File: config.mk
export PLATFORM = sky130hd
export DESIGN_NAME = arq_sliding_window_sender
export DESIGN_NICKNAME = d
export VERILOG_FILES = /design/src/hdl/arqsw_pkg.sv /design/src/hdl/arqsw_ctrl.sv /design/src/hdl/arqsw_dpath.sv /design/src/hdl/arq_sliding_window_sender.sv
export VERILOG_INCLUDE_DIRS = /design/src /design/src/hdl
export SDC_FILE = /design/constraint.sdc
export NUM_CORES = 1
export LEC_CHECK = 0
export BUFFER_PORTS_ARGS = -buffer_cell sky130_fd_sc_hd__buf_2
export CAP_MARGIN = 10
export CELL_PAD_IN_SITES_DETAIL_PLACEMENT = 1
export CELL_PAD_IN_SITES_GLOBAL_PLACEMENT = 1
export CORE_ASPECT_RATIO = 0.9
export CORE_MARGIN = 2
export CORE_UTILIZATION = 39
export CTS_CLUSTER_DIAMETER = 60
export DETAILED_ROUTE_END_ITERATION = 10
export GPL_TIMING_DRIVEN = 0
export PLACE_DENSITY_LB_ADDON = 0.1
export SETUP_SLACK_MARGIN = 0.1
export SLEW_MARGIN = 20
export SYNTH_ARGS = -nofsm -noshare
export SYNTH_HDL_FRONTEND = slang
export SYNTH_SLANG_ARGS = --single-unit
File: constraint.sdc
create_clock -name aclk -period 2.4 [get_ports aclk]
set_clock_uncertainty 0.1 [all_clocks]
set_input_delay 0.48 -clock aclk [delete_from_list [all_inputs] [get_ports aclk]]
set_output_delay 0.48 -clock aclk [all_outputs]
set_load 0.02 [all_outputs]
File: src/hdl/assert_macros.svh
// Assertion macros used by the top-level RTL file of the ARQ sender.
`ifndef ASSERT_MACROS_SVH
`define ASSERT_MACROS_SVH

// Checks an implication on every rising edge of aclk outside reset.
`define ASSERT_CLK(label, prop, msg) \
    label: assert property (@(posedge aclk) disable iff (!aresetn) (prop)) else $error(msg);

// Checks that two conditions never hold in the same cycle.
`define ASSERT_NEVER_BOTH(label, a, b, msg) \
    label: assert property (@(posedge aclk) disable iff (!aresetn) !((a) && (b))) \
        else $error(msg);

`endif

File: src/hdl/arqsw_pkg.sv
// Package with the types, codes and constants of the ARQ sender.
`default_nettype none
package arqsw_pkg;

    localparam int SEQ_COUNT_DEF = 8;
    localparam int MAX_RESULTS   = 7;
    localparam int CMP_W         = 9;
    localparam int CNT_W         = 3;
    localparam int WIN_W         = 3;
    localparam int SEQ_FIELD_W   = 3;
    localparam int REQ_W         = 2;
    localparam int KIND_W        = 2;

    localparam logic [WIN_W-1:0] WINDOW_RESET = 3'd4;

    localparam logic [REQ_W-1:0] REQ_NEW     = 2'd0;
    localparam logic [REQ_W-1:0] REQ_ACK     = 2'd1;
    localparam logic [REQ_W-1:0] REQ_TIMEOUT = 2'd2;
    localparam logic [REQ_W-1:0] REQ_UNUSED  = 2'd3;

    localparam logic [KIND_W-1:0] KIND_SEND    = 2'd0;
    localparam logic [KIND_W-1:0] KIND_ERROR   = 2'd1;
    localparam logic [KIND_W-1:0] KIND_TIMEOUT = 2'd2;
    localparam logic [KIND_W-1:0] KIND_REFUSED = 2'd3;

    typedef struct packed {
        logic load;
        logic step;
    } cmd_t;

    typedef struct packed {
        logic produces;
        logic last;
    } sts_t;

endpackage
`default_nettype wire

File: src/hdl/arqsw_ctrl.sv
// Controller state machine that sequences item intake and result transfers.
`default_nettype none
module arqsw_ctrl (
    input  wire logic          aclk,
    input  wire logic          aresetn,
    input  wire logic          s_valid,
    output logic               s_ready,
    output logic               m_valid,
    input  wire logic          m_ready,
    input  wire arqsw_pkg::sts_t sts,
    output arqsw_pkg::cmd_t    cmd
);

    localparam logic ST_IDLE = 1'b0;
    localparam logic ST_OUT  = 1'b1;

    logic state_reg;
    logic state_next;

    always_ff @(posedge aclk) begin
        if (!aresetn) begin
            state_reg <= ST_IDLE;
        end else begin
            state_reg <= state_next;
        end
    end

    always_comb begin
        state_next = state_reg;
        cmd.load   = 1'b0;
        cmd.step   = 1'b0;
        s_ready    = 1'b0;
        m_valid    = 1'b0;
        unique case (state_reg)
            ST_IDLE: begin
                s_ready = 1'b1;
                if (s_valid) begin
                    cmd.load = 1'b1;
                    if (sts.produces) begin
                        state_next = ST_OUT;
                    end
                end
            end
            ST_OUT: begin
                m_valid = 1'b1;
                if (m_ready) begin
                    if (sts.last) begin
                        state_next = ST_IDLE;
                    end else begin
                        cmd.step = 1'b1;
                    end
                end
            end
            default: begin
                state_next = ST_IDLE;
            end
        endcase
    end

endmodule
`default_nettype wire

File: src/hdl/arqsw_dpath.sv
// Datapath holding the window state, the timeout run counters and the result register.
`default_nettype none
module arqsw_dpath #(
    parameter int SEQ_COUNT = arqsw_pkg::SEQ_COUNT_DEF
) (
    input  wire logic                                aclk,
    input  wire logic                                aresetn,
    input  wire logic                                cfg_write,
    input  wire logic [arqsw_pkg::WIN_W-1:0]         cfg_window_size,
    input  wire logic [arqsw_pkg::REQ_W-1:0]         s_req_type,
    input  wire logic [arqsw_pkg::SEQ_FIELD_W-1:0]   s_ack_seq,
    input  wire logic                                s_ack_error,
    input  wire arqsw_pkg::cmd_t                     cmd,
    output arqsw_pkg::sts_t                          sts,
    output logic [arqsw_pkg::KIND_W-1:0]             m_kind,
    output logic [arqsw_pkg::SEQ_FIELD_W-1:0]        m_seq,
    output logic                                     m_last
);

    localparam int SW = (SEQ_COUNT > 1) ? $clog2(SEQ_COUNT) : 1;
    localparam int CW = arqsw_pkg::CMP_W;
    localparam logic [CW-1:0] MOD_C = CW'(SEQ_COUNT);
    localparam logic [CW-1:0] WIN_MAX_C = CW'(SEQ_COUNT - 1);
    localparam logic [arqsw_pkg::CNT_W-1:0] MAX_C = arqsw_pkg::CNT_W'(arqsw_pkg::MAX_RESULTS);

    function automatic logic [SW-1:0] inc_seq(input logic [SW-1:0] v);
        logic [SW:0] w;
        w = {1'b0, v} + (SW+1)'(1);
        return (w == (SW+1)'(SEQ_COUNT)) ? '0 : w[SW-1:0];
    endfunction

    logic [SW-1:0]                      base_reg, base_next;
    logic [SW-1:0]                      next_reg, next_next;
    logic [arqsw_pkg::WIN_W-1:0]        win_reg, win_next;
    logic [SW-1:0]                      cur_reg, cur_next;
    logic [arqsw_pkg::CNT_W-1:0]        cnt_reg, cnt_next;
    logic [arqsw_pkg::KIND_W-1:0]       kind_reg, kind_next;
    logic [arqsw_pkg::SEQ_FIELD_W-1:0]  oseq_reg, oseq_next;
    logic                               last_reg, last_next;

    logic [CW-1:0] ack_w;
    logic [SW-1:0] ack_s;
    logic [CW-1:0] outst;
    logic [CW-1:0] win_cap;
    logic          new_ok;
    logic [SW-1:0] step_seq;
    logic [arqsw_pkg::CNT_W-1:0] cnt_inc;

    always_comb begin
        ack_w = CW'(s_ack_seq);
        for (int i = 0; i < 4; i++) begin
            if (ack_w >= MOD_C) begin
                ack_w = ack_w - MOD_C;
            end
        end
        ack_s = ack_w[SW-1:0];
    end

    always_comb begin
        if (next_reg >= base_reg) begin
            outst = CW'(next_reg) - CW'(base_reg);
        end else begin
            outst = CW'(next_reg) + MOD_C - CW'(base_reg);
        end
        win_cap = (CW'(win_reg) > WIN_MAX_C) ? WIN_MAX_C : CW'(win_reg);
        new_ok  = outst < win_cap;
    end

    always_comb begin
        unique case (s_req_type)
            arqsw_pkg::REQ_NEW:     sts.produces = 1'b1;
            arqsw_pkg::REQ_ACK:     sts.produces = s_ack_error;
            arqsw_pkg::REQ_TIMEOUT: sts.produces = (base_reg != next_reg);
            arqsw_pkg::REQ_UNUSED:  sts.produces = 1'b0;
            default:                sts.produces = 1'b0;
        endcase
        sts.last = last_reg;
    end

    assign step_seq = inc_seq(cur_reg);
    assign cnt_inc  = cnt_reg + arqsw_pkg::CNT_W'(1);

    always_comb begin
        base_next = base_reg;
        next_next = next_reg;
        win_next  = win_reg;
        cur_next  = cur_reg;
        cnt_next  = cnt_reg;
        kind_next = kind_reg;
        oseq_next = oseq_reg;
        last_next = last_reg;
        if (cfg_write) begin
            win_next = cfg_window_size;
        end
        if (cmd.load) begin
            unique case (s_req_type)
                arqsw_pkg::REQ_NEW: begin
                    last_next = 1'b1;
                    if (new_ok) begin
                        kind_next = arqsw_pkg::KIND_SEND;
                        oseq_next = arqsw_pkg::SEQ_FIELD_W'(next_reg);
                        next_next = inc_seq(next_reg);
                    end else begin
                        kind_next = arqsw_pkg::KIND_REFUSED;
                        oseq_next = '0;
                    end
                end
                arqsw_pkg::REQ_ACK: begin
                    if (s_ack_error) begin
                        kind_next = arqsw_pkg::KIND_ERROR;
                        oseq_next = arqsw_pkg::SEQ_FIELD_W'(ack_s);
                        last_next = 1'b1;
                    end else begin
                        base_next = inc_seq(ack_s);
                    end
                end
                arqsw_pkg::REQ_TIMEOUT: begin
                    kind_next = arqsw_pkg::KIND_TIMEOUT;
                    oseq_next = arqsw_pkg::SEQ_FIELD_W'(base_reg);
                    cur_next  = base_reg;
                    cnt_next  = arqsw_pkg::CNT_W'(1);
                    last_next = (inc_seq(base_reg) == next_reg)
                                || (arqsw_pkg::CNT_W'(1) == MAX_C);
                end
                arqsw_pkg::REQ_UNUSED: begin
                    last_next = last_reg;
                end
                default: begin
                    last_next = last_reg;
                end
            endcase
        end else if (cmd.step) begin
            cur_next  = step_seq;
            cnt_next  = cnt_inc;
            oseq_next = arqsw_pkg::SEQ_FIELD_W'(step_seq);
            last_next = (inc_seq(step_seq) == next_reg) || (cnt_inc == MAX_C);
        end
    end

    always_ff @(posedge aclk) begin
        if (!aresetn) begin
            base_reg <= '0;
            next_reg <= '0;
            win_reg  <= arqsw_pkg::WINDOW_RESET;
            last_reg <= 1'b1;
        end else begin
            base_reg <= base_next;
            next_reg <= next_next;
            win_reg  <= win_next;
            last_reg <= last_next;
        end
    end

    always_ff @(posedge aclk) begin
        cur_reg  <= cur_next;
        cnt_reg  <= cnt_next;
        kind_reg <= kind_next;
        oseq_reg <= oseq_next;
    end

    assign m_kind = kind_reg;
    assign m_seq  = oseq_reg;
    assign m_last = last_reg;

endmodule
`default_nettype wire

File: src/hdl/arq_sliding_window_sender.sv
// Top level of the sliding-window ARQ sender control block.
//
// The s_ channel takes one request per transfer: a new-frame request, an
// acknowledgement or a retransmit timeout tick. The m_ channel returns the
// results: a slot to send, a slot to resend, or a refusal, with m_last set on
// the final result of each request. A clean acknowledgement only moves the
// window base and returns nothing; a timeout returns one result per slot from
// the base up to the next number, at most seven.
// A request is taken in the idle state and its first result is valid in the
// cycle after it is taken. Each further timeout result is valid in the cycle
// after the previous transfer. A new request is taken only after the last
// result of the previous one has been transferred; a request with no result
// leaves the block idle. A stalled receiver holds the current result and the
// block waits. The window size register is written over the cfg_ channel; the
// user must write it only while idle; the block does not enforce this.
// Synchronous reset clears the base and next numbers, restores a window of
// four and drops m_valid.
`default_nettype none
module arq_sliding_window_sender #(
    parameter int SEQ_COUNT = arqsw_pkg::SEQ_COUNT_DEF
) (
    input  wire logic                                aclk,
    input  wire logic                                aresetn,
    input  wire logic                                cfg_valid,
    output logic                                     cfg_ready,
    input  wire logic [arqsw_pkg::WIN_W-1:0]         cfg_window_size,
    input  wire logic                                s_valid,
    output logic                                     s_ready,
    input  wire logic [arqsw_pkg::REQ_W-1:0]         s_req_type,
    input  wire logic [arqsw_pkg::SEQ_FIELD_W-1:0]   s_ack_seq,
    input  wire logic                                s_ack_error,
    output logic                                     m_valid,
    input  wire logic                                m_ready,
    output logic [arqsw_pkg::KIND_W-1:0]             m_kind,
    output logic [arqsw_pkg::SEQ_FIELD_W-1:0]        m_seq,
    output logic                                     m_last
);

`include "assert_macros.svh"

    arqsw_pkg::cmd_t cmd;
    arqsw_pkg::sts_t sts;

    assign cfg_ready = 1'b1;

    arqsw_ctrl u_ctrl (
        .aclk    (aclk),
        .aresetn (aresetn),
        .s_valid (s_valid),
        .s_ready (s_ready),
        .m_valid (m_valid),
        .m_ready (m_ready),
        .sts     (sts),
        .cmd     (cmd)
    );

    arqsw_dpath #(
        .SEQ_COUNT (SEQ_COUNT)
    ) u_dpath (
        .aclk            (aclk),
        .aresetn         (aresetn),
        .cfg_write       (cfg_valid && cfg_ready),
        .cfg_window_size (cfg_window_size),
        .s_req_type      (s_req_type),
        .s_ack_seq       (s_ack_seq),
        .s_ack_error     (s_ack_error),
        .cmd             (cmd),
        .sts             (sts),
        .m_kind          (m_kind),
        .m_seq           (m_seq),
        .m_last          (m_last)
    );

    `ASSERT_NEVER_BOTH(a_no_intake_while_out, m_valid, s_ready, "input taken while a result is pending")
    `ASSERT_CLK(a_last_ends_run, (m_valid && m_ready && m_last) |=> !m_valid, "result valid after the last transfer")
    `ASSERT_CLK(a_new_gives_result, (s_valid && s_ready && s_req_type == arqsw_pkg::REQ_NEW) |=> (m_valid && m_last), "new-frame request without a single result")
    `ASSERT_CLK(a_single_unless_timeout, (m_valid && m_kind != arqsw_pkg::KIND_TIMEOUT) |-> m_last, "non-timeout result not marked last")

endmodule
`default_nettype wire
==> flow_metrics.env, run 1 <==
export IMPL_status="finished, violations left"
export IMPL_violations="negative setup slack"
export IMPL_cts_root_buffer="clkbuf_8"
export IMPL_rsz0062_at_grt="true"
export IMPL_final_nets=220
export IMPL_gp_congestion=0.7669
export IMPL_synth_seq_cells=22
export IMPL_setup_ws_ns=-0.1453
export IMPL_synth_top_area_share_pct=21.55
export IMPL_synth_cell_type_count=44
export IMPL_p_leak_nw=0.8006
export IMPL_drive_gt1_share_pct=29.35
export IMPL_grt_max_degree=13
export IMPL_max_freq_mhz=392.9
export IMPL_peakVddDrop_mv=0.2173
export IMPL_wirelength_um=3586
export IMPL_layout_commonest_cell="buf_2"
export IMPL_dp_hpwl_um=2856
export IMPL_firstDrtPassIters=6
export IMPL_grt_total_usage_pct=17.53
export IMPL_fin_crit_sh_pct=106.1
export IMPL_grt_pass1_wl_um=6099
export IMPL_ios=23
export IMPL_htreeDepth=1
export IMPL_cp_max_fo=4
export IMPL_final_seq_area_um2=560.5
export IMPL_start_util_pct=40.79
export IMPL_syn_cell_area_um2=1533
export IMPL_crit_type="register to register"
export IMPL_critPathCaptureType="register"
export IMPL_core_um2=3757
export IMPL_cts_made_buffers=3
export IMPL_antenna_found_initial=0
export IMPL_num_vias=1226
export IMPL_drc=0
export IMPL_die_area_um2=4448
export IMPL_syn_to_final_growth_pct=20.16
export IMPL_synth_main_ff_cell="edfxtp_1"
export IMPL_clockBufferDepth=2
export IMPL_hold_buffers=0
export IMPL_place_area_um2=1747
export IMPL_maxSlewViolCount=0
export IMPL_drt_iter0_drc=43
export IMPL_viasPerCell=5.330
export IMPL_yosys_area_top_type="edfxtp_1"
export IMPL_antenna_cells=0
export IMPL_pre_cts_ws_ns=-0.1696
export IMPL_port_buffers=21
export IMPL_yosys_warnings=0
export IMPL_min_period_ns=2.545
export IMPL_syn_avg_cell_area_um2=9.889
export IMPL_drv_cap=0
export IMPL_die_x_um=70.08
export IMPL_ys_seq_area_share_pct=35.92
export IMPL_detail_route_antenna_nets=0
export IMPL_die_y_um=63.48
export IMPL_overflow=0
export IMPL_multi_input_area_um2=930.9
export IMPL_grt_pass1_vias=1294
export IMPL_clk_pin_slew_ns=0.08
export IMPL_holdCritPathClass="input port to register"
export IMPL_clk_latency_ns=0.27
export IMPL_async_reset_ff_share_pct=0
export IMPL_fillers=435
export IMPL_synth_edf_count=11
export IMPL_syn_inst=155
export IMPL_power_density_nw_per_um2=500.9
export IMPL_final_cell_mix="buf_2 (22), ha_1 (17), nand2_1 (15), inv_1 (13), edfxtp_1 (11)"
export IMPL_cts_sinks=22
export IMPL_tightest_slew_ns=0.6095
export IMPL_setup_viol=7
export IMPL_cts_tree="yes"
export IMPL_final_hold_violation_count=0
export IMPL_final_area_um2=1842
export IMPL_synthesis_nets=190
export IMPL_max_slew_margin_pct=59.37
export IMPL_wl_per_cell_um=15.59
export IMPL_rows=21
export IMPL_crit_arrival_ns=2.65
export IMPL_crit_required_ns=2.50
export IMPL_critPathLaunchType="register"
export IMPL_yosys_top_cells_area="edfxtp_1 (22%), ha_1 (16%), dfxtp_1 (14%)"
path summary, 6_finish.rpt:
| kind | startpoint | to | slack (ns) | cells past startpoint |
|---|---|---|---|---|
| min | cfg_window_size[2] | u_dpath.win_reg[2] | 0.33 | 3 |
| max | u_dpath.next_reg[0] | u_dpath.next_reg[2] | -0.15 | 11 |
| min reg2reg | u_dpath.win_reg[1] | u_dpath.win_reg[1] | 0.43 | 2 |
| max reg2reg | u_dpath.next_reg[0] | u_dpath.next_reg[2] | -0.15 | 11 |
cell type report:
| cell class | instances | share of cell area (%) |
|---|---|---|
| Tap cell | 46 | 3.125 |
| Buffer | 5 | 2.106 |
| Timing Repair Buffer | 25 | 7.745 |
| Multi-Input combinational cell | 111 | 50.54 |
| Sequential cell | 22 | 30.43 |
| Clock buffer | 3 | 2.242 |
| Inverter | 17 | 3.601 |
| Clock inverter | 1 | 0.2038 |
worst max-delay path: stages, from the launching register on:
cell and delay (ns):
dfxtp_4 0.37, inv_4 0.04, ha_4 0.14, inv_2 0.07
fa_2 0.19, inv_2 0.04, fa_1 0.55, inv_2 0.05
ha_4 0.20, o21a_4 0.14, or4_1 0.46, a21boi_1 0.14
cells in the mapped netlist, types with 3 or more instances:
| master | number |
|---|---|
| nand2_1 | 16 |
| mux2i_1 | 4 |
| dfxtp_1 | 11 |
| a31o_2 | 3 |
| a21boi_1 | 3 |
| edfxtp_1 | 11 |
| ha_1 | 19 |
| xnor2_1 | 8 |
| nor2b_1 | 3 |
| o21ai_0 | 3 |
| inv_1 | 17 |
| a21oi_1 | 10 |
| nor2_1 | 4 |
| nand2b_1 | 3 |
| a22o_1 | 3 |
cells by family after synthesis:
| logic type | after synthesis | synth area share (%) |
|---|---|---|
| flops | 22 | 35.92 |
| compound gates | 39 | 17.96 |
| fa+ha+maj | 21 | 18.12 |
| xor+xnor | 9 | 5.143 |
| mux | 4 | 2.612 |
| simple gates | 37 | 13.31 |
| other cells | 1 | 0.2447 |
| buf+inv | 22 | 6.693 |
routing by layer:
layer  part of all wire (%)  vias to the layer above  global-route usage [%]
met5                      0                        -                       0
met4                    2.3                        0                   6.731
met3                    2.5                       10                   2.400
met2                     48                       24                   30.48
met1                     47                      590                   22.01
li1                       -                      602                       -
where the power goes:
part | total [W] | switching, W | leakage [nW] | internal, W
Clock | 0.000242 | 0.000127 | 0.0231 | 0.000114
Combinational | 0.000246 | 0.000136 | 0.582 | 0.000110
Sequential | 0.000435 | 0.0000145 | 0.196 | 0.000420
Total | 0.000922 | 0.000278 | 0.801 | 0.000644
metrics by stage:
| stage | hold WS [ns] | instances | power [W] | TNS [ns] | util [%] |
|---|---|---|---|---|---|
| global placement | 0.4030 | 222 | 0.0006666 | -0.5719 | 46.49 |
| global route | 0.3590 | 230 | 0.0009776 | -1.319 | 49.02 |
| finish | 0.3337 | 230 | 0.0009225 | -0.7185 | 49.02 |
| detailed placement | 0.4285 | 222 | 0.0006746 | -0.7963 | 46.49 |
| floorplan | 0.3826 | 155 | 0.0006079 | -0.05503 | - |
| CTS | 0.3356 | 229 | 0.0009216 | -0.6605 | 48.45 |
repair_timing:
action	4_1_cts	5_1_grt
setup endpoints to repair	8	8
gates cloned	0	0
setup buffers	3	1
pin swaps	4	4
hold endpoints to repair	0	0
gates resized for setup	4	5
Power figures use the tool's default switching activity.
==> run 2: changes to the inputs <==
Settings changed: CORE_UTILIZATION 39 to 47.
Clock period 2.4 ns to 3 ns, I/O delays scaled along.
==> run 2 against run 1 <==
Compared with the run above: the flow now finishes without violations; clock-buffer cell count up 1; sequential cell count unchanged; clock power down 40%; maximum frequency down 6.3%; non-clock buffer count down 4; die area down 16%; worst hold slack better by 0.078 ns; via count down 2.0%; wire length down 3.0%; utilization up 6.9 points; setup slack better by 0.43 ns; critical path type unchanged.
==> flow_metrics.env, run 2 (synthesis gave the netlist of run 1 again) <==
export IMPL_status="completed"
export IMPL_overflow=0
export IMPL_core_um2=3090
export IMPL_final_seq_area_um2=553.0
export IMPL_critPathCaptureType="register"
export IMPL_power_w=0.0006705
export IMPL_power_density_nw_per_um2=387.8
export IMPL_dp_hpwl_um=2835
export IMPL_crit_path_max_incr_delay_ns=0.48
export IMPL_antenna_found_initial=0
export IMPL_grt_pass1_wl_um=6127
export IMPL_grt_busiest_layer="met2"
export IMPL_viasPerCell=5.414
export IMPL_min_period_ns=2.716
export IMPL_holdCritPathClass="register to register"
export IMPL_cts_made_buffers=3
export IMPL_drive_gt1_share_pct=22.22
export IMPL_p_sw_w=0.0002090
export IMPL_cp_depth=11
export IMPL_postCtsSetupRepairBufs=0
export IMPL_firstDrtPassIters=4
export IMPL_final_core_util_pct=55.95
export IMPL_detail_route_antenna_nets=0
export IMPL_cts_root_buffer="clkbuf_4"
export IMPL_cts_tree="yes"
export IMPL_start_util_pct=49.60
export IMPL_drc=0
export IMPL_ios=23
export IMPL_path_common_cell="inv_1"
export IMPL_max_freq_mhz=368.2
export IMPL_power_frac_comb_pct=26.1
export IMPL_whs_path_depth=2
export IMPL_crit_slowest_cell="or4_1"
export IMPL_die_y_um=58.18
export IMPL_fin_crit_sh_pct=90.53
export IMPL_critPathLaunchType="register"
export IMPL_clk_pin_slew_ns=0.12
export IMPL_grt_total_usage_pct=21.56
export IMPL_gp_congestion=0.7826
export IMPL_final_nets=216
export IMPL_rsz0062_at_grt="false"
export IMPL_cts_sinks=22
export IMPL_crit_chain="inv_1 > ha_1 > inv_1 > fa_1 > inv_1 > fa_1 > inv_1 > ha_1 > o21a_2 > or4_1 > a21boi_1"
export IMPL_die_area_um2=3735
export IMPL_tightest_slew_ns=0.6264
export IMPL_hold_buffers=0
export IMPL_drv_cap=0
export IMPL_fillers=388
export IMPL_critPathTopFamily="adder cells"
export IMPL_pwr_share_seq_pct=52.2
export IMPL_gr_usage_met2_pct=37.95
export IMPL_grt_pass1_vias=1291
export IMPL_final_hold_violation_count=0
export IMPL_netSwitchingFraction_pct=31.17
export IMPL_port_buffers=21
export IMPL_post_cts_resized=0
export IMPL_p_clk_share_pct=21.7
export IMPL_antenna_cells=0
export IMPL_crit_type="register to register"
export IMPL_finalSetupTns_ns=0
export IMPL_drt_iter0_drc=50
export IMPL_p_leak_nw=0.7720
export IMPL_multi_input_area_um2=889.6
export IMPL_clockBufferDepth=2
export IMPL_cp_max_fo=7
export IMPL_max_slew_margin_pct=58.24
export IMPL_num_vias=1202
export IMPL_use_met3_pct=2.913
export IMPL_htreeDepth=1
export IMPL_grt_max_degree=13
export IMPL_syn_to_final_growth_pct=12.82
export IMPL_rows=19
export IMPL_crit_required_ns=3.15
export IMPL_crit_arrival_ns=2.87
export IMPL_wirelength_um=3479
export IMPL_peakVddDrop_mv=0.1966
export IMPL_final_cell_mix="buf_2 (22), ha_1 (19), inv_1 (17), nand2_1 (16), edfxtp_1 (11)"
export IMPL_layout_commonest_cell="buf_2"
export IMPL_die_x_um=64.20
export IMPL_ff2ff_path_depth=11
export IMPL_setup_viol=0
export IMPL_grtUsageMet1_pct=27.85
export IMPL_wl_per_cell_um=15.67
export IMPL_critPathBufInv=4
export IMPL_internal_power_w=0.0004615
export IMPL_maxSlewViolCount=0
export IMPL_clk_latency_ns=0.31
-- run 2: cell count changes in the layout (fill, tap and decap cells not counted), sizes merged --
cell	previous run	this run
buf	29	25
clkbuf	4	5
clkinv	1	0
-- run 2: layer usage --
layer	wire length [um]	up-vias
li1	-	593
met1	1549	580
met2	1790	23
met3	104	6
met4	34	0
met5	0	-
-- run 2: power by group through the flow --
stage / combinational, W / clock [W] / sequential, W
2_1_floorplan: 0.000107 / 0 / 0.000365
3_3_place_gp: 0.000162 / 0 / 0.000355
3_5_place_dp: 0.000170 / 0 / 0.000357
4_1_cts: 0.000171 / 0.000151 / 0.000350
5_1_grt: 0.000196 / 0.000161 / 0.000353
6_report: 0.000175 / 0.000145 / 0.000350
-- run 2: final timing paths --
kind	from	endpoint	slack [ns]
setup / recovery	u_dpath.next_reg[0]	u_dpath.next_reg[2]	0.28
hold / removal	u_dpath.win_reg[2]	u_dpath.win_reg[2]	0.41
setup reg to reg	u_dpath.next_reg[0]	u_dpath.next_reg[2]	0.28
hold reg to reg	u_dpath.win_reg[2]	u_dpath.win_reg[2]	0.41
-- run 2: worst min-delay path, cell delays in order, from the launching register on --
cell	delay, ns
dfxtp_1	0.32
inv_1	0.07
o211ai_1	0.08
-- run 2: metrics by stage --
step	std cells	setup WS, ns	hold WS (ns)	cell area [um2]
finish	222	0.2840	0.4120	1729
global route	222	0.1407	0.4240	1729
CTS	222	0.1390	0.4130	1717
detailed placement	218	0.1563	0.4030	1690
global placement	218	0.1968	0.3797	1690
floorplan	155	0.4259	0.3614	1533
-- run 2: layout make-up --
| cell class | instances | area share, % |
|---|---|---|
| Inverter | 17 | 3.690 |
| Sequential cell | 22 | 31.98 |
| Tap cell | 42 | 3.039 |
| Multi-Input combinational cell | 111 | 51.45 |
| Clock buffer | 4 | 1.520 |
| Timing Repair Buffer | 21 | 6.078 |
| Buffer | 5 | 2.243 |
==> run 3: changes to the inputs <==
Settings changed: CELL_PAD_IN_SITES_GLOBAL_PLACEMENT 1 to 2, CORE_UTILIZATION 47 to 38.
==> run 3 against run 2 <==
Compared with the run above: global-route usage is 3.2 points lower; power is 20% higher; wire length is 7.7% higher; clock power is 94% higher; die area is 22% higher; via count is 0.92% lower; maximum frequency is 0.49% higher; sequential cell count stayed put; first-iteration DRC count is 62% lower; critical path type unchanged.
==> flow_metrics.env, run 3 (synthesis gave the netlist of run 1 again) <==
export IMPL_finalSetupTns_ns=0
export IMPL_final_cell_mix="buf_2 (22), ha_1 (19), inv_1 (17), nand2_1 (16), edfxtp_1 (11)"
export IMPL_fin_crit_sh_pct=90.09
export IMPL_pwr_share_seq_pct=43.4
export IMPL_min_period_ns=2.703
export IMPL_rows=21
export IMPL_drive_gt1_share_pct=22.78
export IMPL_tightest_slew_ns=0.6503
export IMPL_p_leak_nw=0.7927
export IMPL_wirelength_um=3746
export IMPL_critPathLaunchType="register"
export IMPL_gp_congestion=0.8033
export IMPL_num_vias=1191
export IMPL_cts_root_buffer="clkbuf_8"
export IMPL_die_y_um=64.25
export IMPL_ios=23
export IMPL_port_buffers=21
export IMPL_die_area_um2=4558
export IMPL_final_nets=216
export IMPL_fillers=460
export IMPL_route_met3_wl_um=140
export IMPL_p_clk_share_pct=34.8
export IMPL_clk_pin_slew_ns=0.08
export IMPL_setup_viol=0
export IMPL_critPathCaptureType="register"
export IMPL_dp_hpwl_um=2966
export IMPL_cts_sinks=22
export IMPL_cts_made_buffers=3
export IMPL_wl_met1_um=1734
export IMPL_viasPerCell=5.270
export IMPL_netSwitchingFraction_pct=27.22
export IMPL_htreeDepth=1
export IMPL_top_layer_used="met4"
export IMPL_core_um2=3784
export IMPL_p_sw_w=0.0002197
export IMPL_clk_latency_ns=0.26
export IMPL_drt_iter0_drc=19
export IMPL_crit_required_ns=3.10
export IMPL_pre_cts_ws_ns=0.1417
export IMPL_layout_commonest_cell="buf_2"
export IMPL_cts_tree="yes"
export IMPL_setup_ws_ns=0.2973
export IMPL_power_w=0.0008072
export IMPL_rsz0062_at_grt="false"
export IMPL_cp_max_fo=7
export IMPL_crit_arrival_ns=2.81
export IMPL_die_x_um=70.95
export IMPL_grt_pass1_wl_um=6513
export IMPL_drv_cap=0
export IMPL_grt_max_degree=14
export IMPL_power_density_nw_per_um2=453.7
export IMPL_crit_type="register to register"
export IMPL_wl_met2_um=1853
export IMPL_postCtsSetupRepairBufs=0
export IMPL_status="completed"
export IMPL_final_hold_violation_count=0
export IMPL_internal_power_w=0.0005874
export IMPL_grt_total_usage_pct=18.33
export IMPL_overflow=0
export IMPL_max_slew_margin_pct=56.65
export IMPL_peakVddDrop_mv=0.1752
export IMPL_start_util_pct=40.51
export IMPL_grt_pass1_vias=1304
export IMPL_max_freq_mhz=370.0
export IMPL_wl_per_cell_um=16.58
export IMPL_syn_to_final_growth_pct=16.08
export IMPL_drc=0
export IMPL_detail_route_antenna_nets=0
export IMPL_antenna_found_initial=0
export IMPL_antenna_cells=0
export IMPL_firstDrtPassIters=4
export IMPL_maxSlewViolCount=0
export IMPL_clockBufferDepth=2
export IMPL_holdCritPathClass="register to register"
export IMPL_power_frac_comb_pct=21.8
==> run 3: changes by cell type in the layout (fill, tap and decap cells not counted), sizes merged <==
cell    previous run  this run
bufinv             0         1
clkbuf             5         4
==> run 3: power by group through the flow <==
stage	registers, W	clock network, W	logic [W]
5_1_grt	0.000353	0.000295	0.000197
2_1_floorplan	0.000365	0	0.000107
6_report	0.000350	0.000281	0.000176
3_5_place_dp	0.000357	0	0.000171
4_1_cts	0.000350	0.000287	0.000173
3_3_place_gp	0.000355	0	0.000165
==> run 3: stage by stage <==
step	instances	hold WS (ns)	util, %	cell area [um2]
after global routing	226	0.4445	47.02	1779
after global placement	222	0.3809	44.81	1695
after CTS	226	0.3975	46.69	1767
after floorplan	155	0.3614	-	1533
final	226	0.3925	47.02	1779
after detailed placement	222	0.3853	44.81	1695
==> run 3: critical path: stages, from the launching register on <==
cell	delay, ns
dfxtp_2	0.41
inv_1	0.06
ha_1	0.19
inv_1	0.09
fa_1	0.16
inv_1	0.05
fa_1	0.47
inv_1	0.04
ha_1	0.18
nor2_2	0.18
nand4_4	0.16
or4_1	0.42
a21boi_1	0.14
==> run 3: layout make-up <==
class / instances / area, um2 / share of cell area, %
tap: 46 / 57.56 / 3.235
timing repair buffer: 21 / 105.1 / 5.907
multi-input combinational: 111 / 889.6 / 50.00
inverter: 17 / 63.81 / 3.586
clock inverter: 1 / 30.03 / 1.688
sequential: 22 / 553.0 / 31.08
buffer: 5 / 38.79 / 2.180
clock buffer: 3 / 41.29 / 2.321
==> run 3: what timing repair did <==
| item | 4_1_cts | 5_1_grt |
|---|---|---|
| gates resized for setup | 0 | 5 |
| endpoints found under the setup margin | 0 | 7 |
| hold buffers | 0 | 0 |
==> run 3: final timing paths <==
| kind | depth (start not counted) | startpoint | slack (ns) | endpoint |
|---|---|---|---|---|
| setup / recovery | 12 | u_dpath.next_reg[0] | 0.30 | u_dpath.next_reg[2] |
| hold / removal | 2 | u_dpath.win_reg[2] | 0.39 | u_dpath.win_reg[2] |
| setup reg to reg | 12 | u_dpath.next_reg[0] | 0.30 | u_dpath.next_reg[2] |
| hold reg to reg | 2 | u_dpath.win_reg[2] | 0.39 | u_dpath.win_reg[2] |
==> run 3: layer usage <==
| metal | vias up | track usage (%) |
|---|---|---|
| li1 | 593 | - |
| met4 | 0 | 3.538 |
| met3 | 2 | 3.312 |
| met2 | 25 | 32.59 |
| met5 | - | 0 |
| met1 | 571 | 23.23 |
